===== src/rtl/cmtl_pkg.sv =====
`default_nettype none

package cmtl_pkg;

  localparam int unsigned MaxCellsAcrossDef = 64;
  localparam int unsigned MaxCellSize       = 64;

  localparam int unsigned SumW     = 20;
  localparam int unsigned PosW     = 6;
  localparam int unsigned RegW     = 7;
  localparam int unsigned ThrW     = 8;
  localparam int unsigned GreyW    = 8;
  localparam int unsigned PixW     = 8;
  localparam int unsigned CfgIdxW  = 3;
  localparam int unsigned CfgDataW = 8;
  localparam int unsigned ProdW    = 2 * RegW;

  localparam int unsigned QueueDepth = 4;
  localparam int unsigned QPtrW      = 2;

  // Register indexes on the configuration port
  localparam logic [CfgIdxW-1:0] RegCellWidth   = 3'd0;
  localparam logic [CfgIdxW-1:0] RegCellHeight  = 3'd1;
  localparam logic [CfgIdxW-1:0] RegCellsAcross = 3'd2;
  localparam logic [CfgIdxW-1:0] RegCellsDown   = 3'd3;
  localparam logic [CfgIdxW-1:0] RegThreshold   = 3'd4;

  localparam logic [RegW-1:0] CellWidthRst   = 7'd8;
  localparam logic [RegW-1:0] CellHeightRst  = 7'd8;
  localparam logic [RegW-1:0] CellsAcrossRst = 7'd32;
  localparam logic [RegW-1:0] CellsDownRst   = 7'd32;
  localparam logic [ThrW-1:0] ThresholdRst   = 8'd127;

  localparam logic [RegW-1:0] PosLimit  = 7'd64;
  localparam logic [RegW-1:0] SizeLimit =
      RegW'((MaxCellSize < 64) ? MaxCellSize : 64);

  // Effective lattice geometry after clamping
  typedef struct packed {
    logic [RegW-1:0] cw;
    logic [RegW-1:0] ch;
    logic [RegW-1:0] ca;
    logic [RegW-1:0] cd;
  } sizes_t;

  // One classified pixel on its way to the accumulators
  typedef struct packed {
    logic [GreyW-1:0] grey;
    logic [PosW-1:0]  col;
    logic [PosW-1:0]  row;
    logic             first;
    logic             emit;
    logic             frame_end;
  } item_t;

  // Zero acts as one; larger values saturate at the bound
  function automatic logic [RegW-1:0] clamp_size(input logic [RegW-1:0] v,
                                                 input logic [RegW-1:0] lim);
    logic [RegW-1:0] r;
    r = v;
    if (r == '0) begin
      r = RegW'(1);
    end
    if (r > lim) begin
      r = lim;
    end
    return r;
  endfunction

endpackage

`default_nettype wire


===== src/rtl/cmtl_front.sv =====
`default_nettype none

module cmtl_front (
  input  wire                      clk_i,
  input  wire                      rst_ni,
  input  wire                      in_valid_i,
  output logic                     in_ready_o,
  input  wire  [7:0]               red_i,
  input  wire  [7:0]               green_i,
  input  wire  [7:0]               blue_i,
  input  wire  cmtl_pkg::sizes_t   sizes_i,
  input  wire                      full_i,
  output logic                     push_o,
  output cmtl_pkg::item_t          item_o
);
  import cmtl_pkg::*;

  localparam int unsigned LumaW = 22;

  logic [PosW-1:0] col_in_q, col_in_d;
  logic [PosW-1:0] col_of_q, col_of_d;
  logic [PosW-1:0] row_in_q, row_in_d;
  logic [PosW-1:0] row_of_q, row_of_d;

  logic [LumaW-1:0] luma;
  logic last_col, last_row, last_cell_col, last_cell_row;

  // BT.601 weights in 14-bit fixed point, rounded half up
  assign luma = LumaW'(red_i)   * LumaW'(4899)
              + LumaW'(green_i) * LumaW'(9617)
              + LumaW'(blue_i)  * LumaW'(1868)
              + LumaW'(8192);

  assign last_col      = ({1'b0, col_in_q} + RegW'(1)) >= sizes_i.cw;
  assign last_row      = ({1'b0, row_in_q} + RegW'(1)) >= sizes_i.ch;
  assign last_cell_col = ({1'b0, col_of_q} + RegW'(1)) >= sizes_i.ca;
  assign last_cell_row = ({1'b0, row_of_q} + RegW'(1)) >= sizes_i.cd;

  assign in_ready_o = !full_i;
  assign push_o     = in_valid_i && !full_i;

  always_comb begin
    item_o.grey      = luma[LumaW-1 -: GreyW];
    item_o.col       = col_of_q;
    item_o.row       = row_of_q;
    item_o.first     = (col_in_q == '0) && (row_in_q == '0);
    item_o.emit      = last_col && last_row;
    item_o.frame_end = last_cell_col && last_cell_row;
  end

  always_comb begin
    col_in_d = col_in_q;
    col_of_d = col_of_q;
    row_in_d = row_in_q;
    row_of_d = row_of_q;
    if (!last_col) begin
      col_in_d = col_in_q + PosW'(1);
    end else begin
      col_in_d = '0;
      if (!last_cell_col) begin
        col_of_d = col_of_q + PosW'(1);
      end else begin
        col_of_d = '0;
        if (!last_row) begin
          row_in_d = row_in_q + PosW'(1);
        end else begin
          row_in_d = '0;
          row_of_d = last_cell_row ? '0 : row_of_q + PosW'(1);
        end
      end
    end
  end

  always_ff @(posedge clk_i or negedge rst_ni) begin
    if (!rst_ni) begin
      col_in_q <= '0;
      col_of_q <= '0;
      row_in_q <= '0;
      row_of_q <= '0;
    end else if (push_o) begin
      col_in_q <= col_in_d;
      col_of_q <= col_of_d;
      row_in_q <= row_in_d;
      row_of_q <= row_of_d;
    end
  end

endmodule

`default_nettype wire


===== src/rtl/cmtl_queue.sv =====
`default_nettype none

module cmtl_queue (
  input  wire                clk_i,
  input  wire                rst_ni,
  input  wire                push_i,
  input  wire cmtl_pkg::item_t item_i,
  output logic               full_o,
  output logic               head_valid_o,
  output cmtl_pkg::item_t    head_o,
  input  wire                pop_i
);
  import cmtl_pkg::*;

  item_t             slot_q [QueueDepth];
  logic [QPtrW-1:0]  wr_ptr_q, rd_ptr_q;
  logic [QPtrW:0]    count_q;

  assign full_o       = count_q == (QPtrW + 1)'(QueueDepth);
  assign head_valid_o = count_q != '0;
  assign head_o       = slot_q[rd_ptr_q];

  always_ff @(posedge clk_i) begin
    if (push_i) begin
      slot_q[wr_ptr_q] <= item_i;
    end
  end

  always_ff @(posedge clk_i or negedge rst_ni) begin
    if (!rst_ni) begin
      wr_ptr_q <= '0;
      rd_ptr_q <= '0;
      count_q  <= '0;
    end else begin
      if (push_i) begin
        wr_ptr_q <= wr_ptr_q + QPtrW'(1);
      end
      if (pop_i) begin
        rd_ptr_q <= rd_ptr_q + QPtrW'(1);
      end
      case ({push_i, pop_i})
        2'b10:   count_q <= count_q + (QPtrW + 1)'(1);
        2'b01:   count_q <= count_q - (QPtrW + 1)'(1);
        default: count_q <= count_q;
      endcase
    end
  end

endmodule

`default_nettype wire


===== src/rtl/cmtl_back.sv =====
`default_nettype none

module cmtl_back #(
  parameter int unsigned MAX_CELLS_ACROSS = cmtl_pkg::MaxCellsAcrossDef
) (
  input  wire                            clk_i,
  input  wire                            rst_ni,
  input  wire                            head_valid_i,
  input  wire  cmtl_pkg::item_t          head_i,
  output logic                           pop_o,
  input  wire  [cmtl_pkg::SumW-1:0]      limit_i,
  output logic                           out_valid_o,
  input  wire                            out_ready_i,
  output logic                           dark_o,
  output logic [5:0]                     cell_col_o,
  output logic [5:0]                     cell_row_o,
  output logic                           frame_end_o
);
  import cmtl_pkg::*;

  localparam int unsigned IdxW = (MAX_CELLS_ACROSS > 1) ? $clog2(MAX_CELLS_ACROSS) : 1;

  logic [SumW-1:0] acc_mem [MAX_CELLS_ACROSS];
  logic [MAX_CELLS_ACROSS-1:0] written_q;

  logic            s2_valid_q;
  item_t           s2_q;
  logic [SumW-1:0] rd_q;
  logic            fwd_hit_q;
  logic [SumW-1:0] fwd_val_q;

  logic            out_valid_q;
  logic            dark_q;
  logic [PosW-1:0] col_q, row_q;
  logic            frame_end_q;

  logic [IdxW-1:0] head_idx, s2_idx;
  logic [SumW-1:0] base, sum;
  logic [SumW:0]   sum_wide;
  logic            s2_fire, out_free;

  assign head_idx = IdxW'(head_i.col);
  assign s2_idx   = IdxW'(s2_q.col);

  // Take the previous write directly when it hit the entry just read
  assign base     = fwd_hit_q ? fwd_val_q : rd_q;
  assign sum_wide = {1'b0, base} + (SumW + 1)'(s2_q.grey);

  always_comb begin
    if (s2_q.first) begin
      sum = SumW'(s2_q.grey);
    end else if (sum_wide[SumW]) begin
      sum = '1;
    end else begin
      sum = sum_wide[SumW-1:0];
    end
  end

  assign out_free = !out_valid_q || out_ready_i;
  assign s2_fire  = s2_valid_q && (!s2_q.emit || out_free);
  assign pop_o    = head_valid_i && (!s2_valid_q || s2_fire);

  always_ff @(posedge clk_i) begin
    if (s2_fire) begin
      acc_mem[s2_idx] <= sum;
    end
    if (pop_o) begin
      rd_q      <= written_q[head_idx] ? acc_mem[head_idx] : '0;
      fwd_val_q <= sum;
      s2_q      <= head_i;
    end
    if (s2_fire && s2_q.emit) begin
      dark_q      <= !(sum > limit_i);
      col_q       <= s2_q.col;
      row_q       <= s2_q.row;
      frame_end_q <= s2_q.frame_end;
    end
  end

  always_ff @(posedge clk_i or negedge rst_ni) begin
    if (!rst_ni) begin
      written_q   <= '0;
      s2_valid_q  <= 1'b0;
      fwd_hit_q   <= 1'b0;
      out_valid_q <= 1'b0;
    end else begin
      if (s2_fire) begin
        written_q[s2_idx] <= 1'b1;
      end
      if (pop_o) begin
        s2_valid_q <= 1'b1;
        fwd_hit_q  <= s2_fire && (s2_idx == head_idx);
      end else if (s2_fire) begin
        s2_valid_q <= 1'b0;
      end
      if (s2_fire && s2_q.emit) begin
        out_valid_q <= 1'b1;
      end else if (out_ready_i) begin
        out_valid_q <= 1'b0;
      end
    end
  end

  assign out_valid_o = out_valid_q;
  assign dark_o      = dark_q;
  assign cell_col_o  = col_q;
  assign cell_row_o  = row_q;
  assign frame_end_o = frame_end_q;

endmodule

`default_nettype wire


===== src/rtl/cell_mean_threshold_lattice.sv =====
// Cell-average binarizer: one pixel per cycle sustained, one result per finished cell.
// A cell's last pixel passes the pixel queue and the accumulator read register; the add
// and compare then load the cell's result into the output register.
// Throughput: one read and one write of the accumulator memory per cycle; a held result
// stalls the next finished cell, then the four-entry queue fills and drops ready.
// Reset clears position counters, loads register defaults and marks every accumulator
// as zero through per-column flags; no clearing pass, pixels are taken right away.
`default_nettype none

module cell_mean_threshold_lattice #(
  parameter int unsigned MAX_CELLS_ACROSS = cmtl_pkg::MaxCellsAcrossDef
) (
  input  wire                              clk_i,
  input  wire                              rst_ni,
  input  wire                              cfg_we_i,
  input  wire  [cmtl_pkg::CfgIdxW-1:0]     cfg_idx_i,
  input  wire  [cmtl_pkg::CfgDataW-1:0]    cfg_data_i,
  input  wire                              in_valid_i,
  output logic                             in_ready_o,
  input  wire  [7:0]                       red_i,
  input  wire  [7:0]                       green_i,
  input  wire  [7:0]                       blue_i,
  output logic                             out_valid_o,
  input  wire                              out_ready_i,
  output logic                             dark_o,
  output logic [5:0]                       cell_col_o,
  output logic [5:0]                       cell_row_o,
  output logic                             frame_end_o
);
  import cmtl_pkg::*;

  localparam logic [RegW-1:0] AcrossLimit =
      RegW'((MAX_CELLS_ACROSS < 64) ? MAX_CELLS_ACROSS : 64);
  localparam logic [ProdW-1:0] ProdRst  = ProdW'(64);
  localparam logic [SumW-1:0]  LimitRst = SumW'(127 * 64);

  logic [RegW-1:0]  cell_width_q, cell_height_q, cells_across_q, cells_down_q;
  logic [ThrW-1:0]  threshold_q;
  logic [ProdW-1:0] area_q;
  logic [SumW-1:0]  limit_q;
  logic [ThrW+ProdW-1:0] limit_full;

  sizes_t sizes;
  item_t  push_item, head_item;
  logic   push, full, head_valid, pop;

  always_comb begin
    sizes.cw = clamp_size(cell_width_q, SizeLimit);
    sizes.ch = clamp_size(cell_height_q, SizeLimit);
    sizes.ca = clamp_size(cells_across_q, AcrossLimit);
    sizes.cd = clamp_size(cells_down_q, PosLimit);
  end

  assign limit_full = (ThrW + ProdW)'(threshold_q) * (ThrW + ProdW)'(area_q);

  always_ff @(posedge clk_i or negedge rst_ni) begin
    if (!rst_ni) begin
      cell_width_q   <= CellWidthRst;
      cell_height_q  <= CellHeightRst;
      cells_across_q <= CellsAcrossRst;
      cells_down_q   <= CellsDownRst;
      threshold_q    <= ThresholdRst;
      area_q         <= ProdRst;
      limit_q        <= LimitRst;
    end else begin
      if (cfg_we_i) begin
        case (cfg_idx_i)
          RegCellWidth:   cell_width_q   <= cfg_data_i[RegW-1:0];
          RegCellHeight:  cell_height_q  <= cfg_data_i[RegW-1:0];
          RegCellsAcross: cells_across_q <= cfg_data_i[RegW-1:0];
          RegCellsDown:   cells_down_q   <= cfg_data_i[RegW-1:0];
          RegThreshold:   threshold_q    <= cfg_data_i[ThrW-1:0];
          default:        ;
        endcase
      end
      // Compare limit follows a size write via area register, then limit register
      area_q  <= ProdW'(sizes.cw) * ProdW'(sizes.ch);
      limit_q <= limit_full[SumW-1:0];
    end
  end

  cmtl_front u_front (
    .clk_i      (clk_i),
    .rst_ni     (rst_ni),
    .in_valid_i (in_valid_i),
    .in_ready_o (in_ready_o),
    .red_i      (red_i),
    .green_i    (green_i),
    .blue_i     (blue_i),
    .sizes_i    (sizes),
    .full_i     (full),
    .push_o     (push),
    .item_o     (push_item)
  );

  cmtl_queue u_queue (
    .clk_i        (clk_i),
    .rst_ni       (rst_ni),
    .push_i       (push),
    .item_i       (push_item),
    .full_o       (full),
    .head_valid_o (head_valid),
    .head_o       (head_item),
    .pop_i        (pop)
  );

  cmtl_back #(
    .MAX_CELLS_ACROSS (MAX_CELLS_ACROSS)
  ) u_back (
    .clk_i        (clk_i),
    .rst_ni       (rst_ni),
    .head_valid_i (head_valid),
    .head_i       (head_item),
    .pop_o        (pop),
    .limit_i      (limit_q),
    .out_valid_o  (out_valid_o),
    .out_ready_i  (out_ready_i),
    .dark_o       (dark_o),
    .cell_col_o   (cell_col_o),
    .cell_row_o   (cell_row_o),
    .frame_end_o  (frame_end_o)
  );

endmodule

`default_nettype wire

===== config.mk =====
export PLATFORM = sky130hd
export DESIGN_NAME = cell_mean_threshold_lattice
export DESIGN_NICKNAME = d
export VERILOG_FILES = /design/src/rtl/cmtl_pkg.sv /design/src/rtl/cmtl_front.sv /design/src/rtl/cmtl_queue.sv /design/src/rtl/cmtl_back.sv /design/src/rtl/cell_mean_threshold_lattice.sv
export SDC_FILE = /design/constraint.sdc
export NUM_CORES = 2
export LEC_CHECK = 0
export ABC_AREA = 1
export BUFFER_PORTS_ARGS = -buffer_cell sky130_fd_sc_hd__buf_4
export CAP_MARGIN = 25
export CORE_MARGIN = 4
export CORE_UTILIZATION = 45
export DETAILED_ROUTE_END_ITERATION = 6
export PLACE_DENSITY = 0.61
export SLEW_MARGIN = 40
export SYNTH_ARGS = -nofsm -noshare
export SYNTH_HDL_FRONTEND = slang
export SYNTH_SLANG_ARGS = --single-unit

===== constraint.sdc =====
create_clock -name clk_i -period 6.6 [get_ports clk_i]
set_input_delay 0 -clock clk_i [delete_from_list [all_inputs] [get_ports clk_i]]
set_output_delay 0 -clock clk_i [all_outputs]
set_load 0.03 [all_outputs]

==> key figures <==
STA
  – Hold violation count in the final report: 0
  – Setup repair after global routing missed its margin: no
  – Fin crit period: 6.03 ns
  – Worst hold slack across all endpoints: 0.0930 ns
  – Worst Max-Slew Pin Slew: 0.945 ns
  – Count of pins over their slew limit: 0
  – Max Fclk: 166 MHz
  – Final total negative setup slack: 0 ns
  – Number of setup violations in the final report: 0
  – Clk_skew: 0.0295 ns
  – Part of the cycle the worst path needs: 91.4%
  – Max-slew headroom: 37.0%

Critical path
  – CP startpoint kind: input pin
  – Total stage count of the critical path: 26
  – Cell with the largest stage delay on the worst path: fa_1
  – Buf/Inv on CP: 6
  – Crit-path most repeated cell: fa_1
  – Category of the most critical setup path: input pin to register
  – Largest stage delay, worst path: 0.53 ns
  – Reg-to-Reg End: u_back.acc_mem[13][0]
  – Reg-to-reg critical path startpoint: u_back.fwd_hit_q
  – Cell family with the largest share of critical-path delay: adder cells
  – Setup crit end: u_queue.slot_q[0][20]
  – CP endpoint kind: register
  – Arrival time of the worst setup path: 6.62 ns
  – Maximum fanout along the worst path: 4
  – Cell depth of the worst flop-to-flop path: 16
  – Worst EP required: 7.19 ns
  – Worst setup path startpoint: blue_i[6]
  – Register-to-register setup slack: 1.31 ns

Placement
  – HPWL after detailed placement: 123,000 µm
  – Area after detailed placement: 84,700 µm²
  – Placer's final routability congestion estimate: 0.865
  – Total placed cells including tap cells: 9,871
  – Buffers added on ports: 55

Detailed routing
  – Post-DR wirelength/cell: 21.1 µm
  – ANT nets after route: 0
  – DRC violation count after routing: 0
  – Vias per std cell: 5.42
  – DRC marker count from the first detailed-route iteration: 5,613
  – Total wire length: 215,000 µm
  – Number of iterations in the first detailed-routing pass: 6
  – Number of vias after detailed routing: 55.4k

Layout
  – Number of filler instances in the final layout: 15.9k
  – Final #Nets: 8,222
  – Storage element area: 47,700 µm²
  – Final std cells w/o fill: 10.2k
  – Non-Filler Cell Area, Final: 90,600 µm²
  – Fraction of final layout cells with drive strength greater than 1: 7.76%
  – Area of the multi-input gates: 27,100 µm²
  – Relative area change from synthesis to final layout: 11.6%

Clock tree
  – Clock Tree Root: clkbuf_16
  – Post-CTS Resized: 0
  – CTS HTree Levels: 4
  – Cts bufs inserted: 172
  – Clock Latency Late Sink: 0.81 ns
  – TritonCTS clock tree: yes
  – Count of hold-fix buffers inserted at cts: 27
  – Clock transition at path regs: 0.06 ns
  – CTS sink cnt: 1,617
  – Post-CTS setup buffers: 0
  – Clock Tree Buf Depth: 3

Die
  – Placeable core region: 179,000 µm²
  – I/O pin count: 56
  – Vertical die dimension: 433 µm
  – Die X: 433 µm
  – Effective utilization at floorplan: 45.4%
  – Placement row count: 155
  – Die Area: 187,000 µm²

Logic synthesis
  – Number of cells produced by synthesis: 7,695
  – Synth unique cells: 51
  – Number of flops mapped to enable cells by yosys: 1,449
  – Syn Std Cell Area: 81,200 µm²
  – Flip-flop and latch count after synthesis: 1,617
  – Avg Cell Area, Syn: 10.5 µm²
  – Proportion of register bits with asynchronous set or reset after synthesis: 10.4%
  – Top FF cell, synth: edfxtp_1
  – Warnings, synthesis: 0
  – Share of synthesized area occupied by flip-flops and latches: 58.8%
  – Mapped Nets: 8,196

Global routing
  – Number of global-route vias before repair: 54.5k
  – GRT Resource Usage Total: 22.9%
  – Remaining global-route overflow: 0
  – Maximum number of pins on one net before global-route repair: 172
  – Initial antenna violation count: 2
  – Wire length of the first global-routing pass: 330,000 µm

Outcome
  – Outcome: finished, final reports clean

Flow run
  – Count of max-cap constraint violations: 0

Worst hold path
  – Class of the tightest hold or removal check: input pin to register
## area by class of cell
cell class	count	share of cell area [%]
sequential	1617	52.7
multi-input combinational	4422	30.0
clock buffer	237	5.28
inverter	1241	5.15
tap	2355	3.25
timing repair buffer	267	2.94
clock inverter	76	0.707
antenna	1	0.00276
## registers in the layout, summed over array words and instances (netlist names), 8 cells and up
signal,flops
threshold_q,8
area_q,14
u_queue.slot_q,92
u_back.fwd_val_q,20
u_back.acc_mem,1280
u_back.written_q,64
limit_q,20
u_back.s2_q,17
u_back.rd_q,20
## through the flow
stage / worst slack (ns) / util, %
floorplan: 0.461 / -
global placement: -0.256 / 47.2
detailed placement: -0.206 / 47.4
CTS: 0.583 / 50.6
global route: 0.158 / 50.7
finish: 0.568 / 50.7
## synth_stat cells, types with 4 or more instances
cell       instances  area [µm²]
mux2i_1            4        40.0
o211ai_1           4        30.0
xor2_1            61         534
nand3_1         1312        6570
o21ai_0          284        1420
dfstp_2           19         499
or2_2              9        56.3
nor3_1            17        85.1
o21bai_1           8        60.1
nand2_1         1365        5120
o22ai_1           29         181
clkbuf_1         120         450
dfrtp_1          149        3730
buf_2            234        1170
buf_4             27         203
fa_1             184        3680
edfxtp_1        1449       43500
nor4_1             7        43.8
o2111ai_1          5        43.8
buf_1             26        97.6
xnor2_1           17         149
a21oi_1           93         465
nand3b_1         487        3660
nand4_1           26         163
inv_2              6        22.5
ha_1             277        3470
buf_6              5        56.3
o21a_1             5        37.5
inv_1           1233        4630
nor2_1           199         747
## tightest hold or removal path, stage by stage
cell	delay [ns]
buf_4	0.15
nand4_1	0.17
o211ai_1	0.18
xor2_1	0.20
## worst min-delay path by stage
stage / from / endpoint / slack (ns) / cells past startpoint
2_1_floorplan: rst_ni / area_q[0] / -0.30 / 0
3_3_place_gp: rst_ni / cell_width_q[2] / 0.18 / 1
3_5_place_dp: rst_ni / cells_down_q[1] / 0.10 / 1
4_1_cts: out_ready_i / u_back.s2_valid_q / 0.02 / 5
5_1_grt: out_ready_i / u_back.s2_valid_q / 0.11 / 5
6_report: red_i[0] / u_queue.slot_q[3][20] / 0.09 / 4
## cell families after synthesis
logic type / after synthesis / share of synthesized area (%)
simple gates: 3432 / 20.4
buf+inv: 1656 / 8.19
flops: 1617 / 58.8
fa+ha+maj: 461 / 8.81
compound gates: 446 / 2.92
xor+xnor: 78 / 0.842
mux: 5 / 0.0632
## layout by cell type (no fill, tap or decap), types with 26 or more instances in the layout
cell type	n
nand4_1	26
inv_1	1215
nor2_2	57
o22ai_1	29
nand2_1	1362
buf_4	184
xor2_1	61
clkinv_1	36
dlygate4sd3_1	26
ha_1	277
fa_1	184
clkbuf_16	179
nor2_1	129
nand3_1	1310
o21ai_0	284
nand3b_1	487
edfxtp_1	1449
clkbuf_1	49
dfrtp_1	149
a21oi_1	91
## layer usage
layer  vias up  global-route usage (%)  part of all wire, %
met5         -                       0                    0
met4         0                    8.54                  3.6
met3       371                    3.37                  6.7
met2      1918                    36.7                   47
met1     27200                    31.8                   43
li1      25900                       -                    -
Power is left out: the tool's default activity adds up to more than one toggle a clock period on the data nets, which glitch-free logic cannot reach.
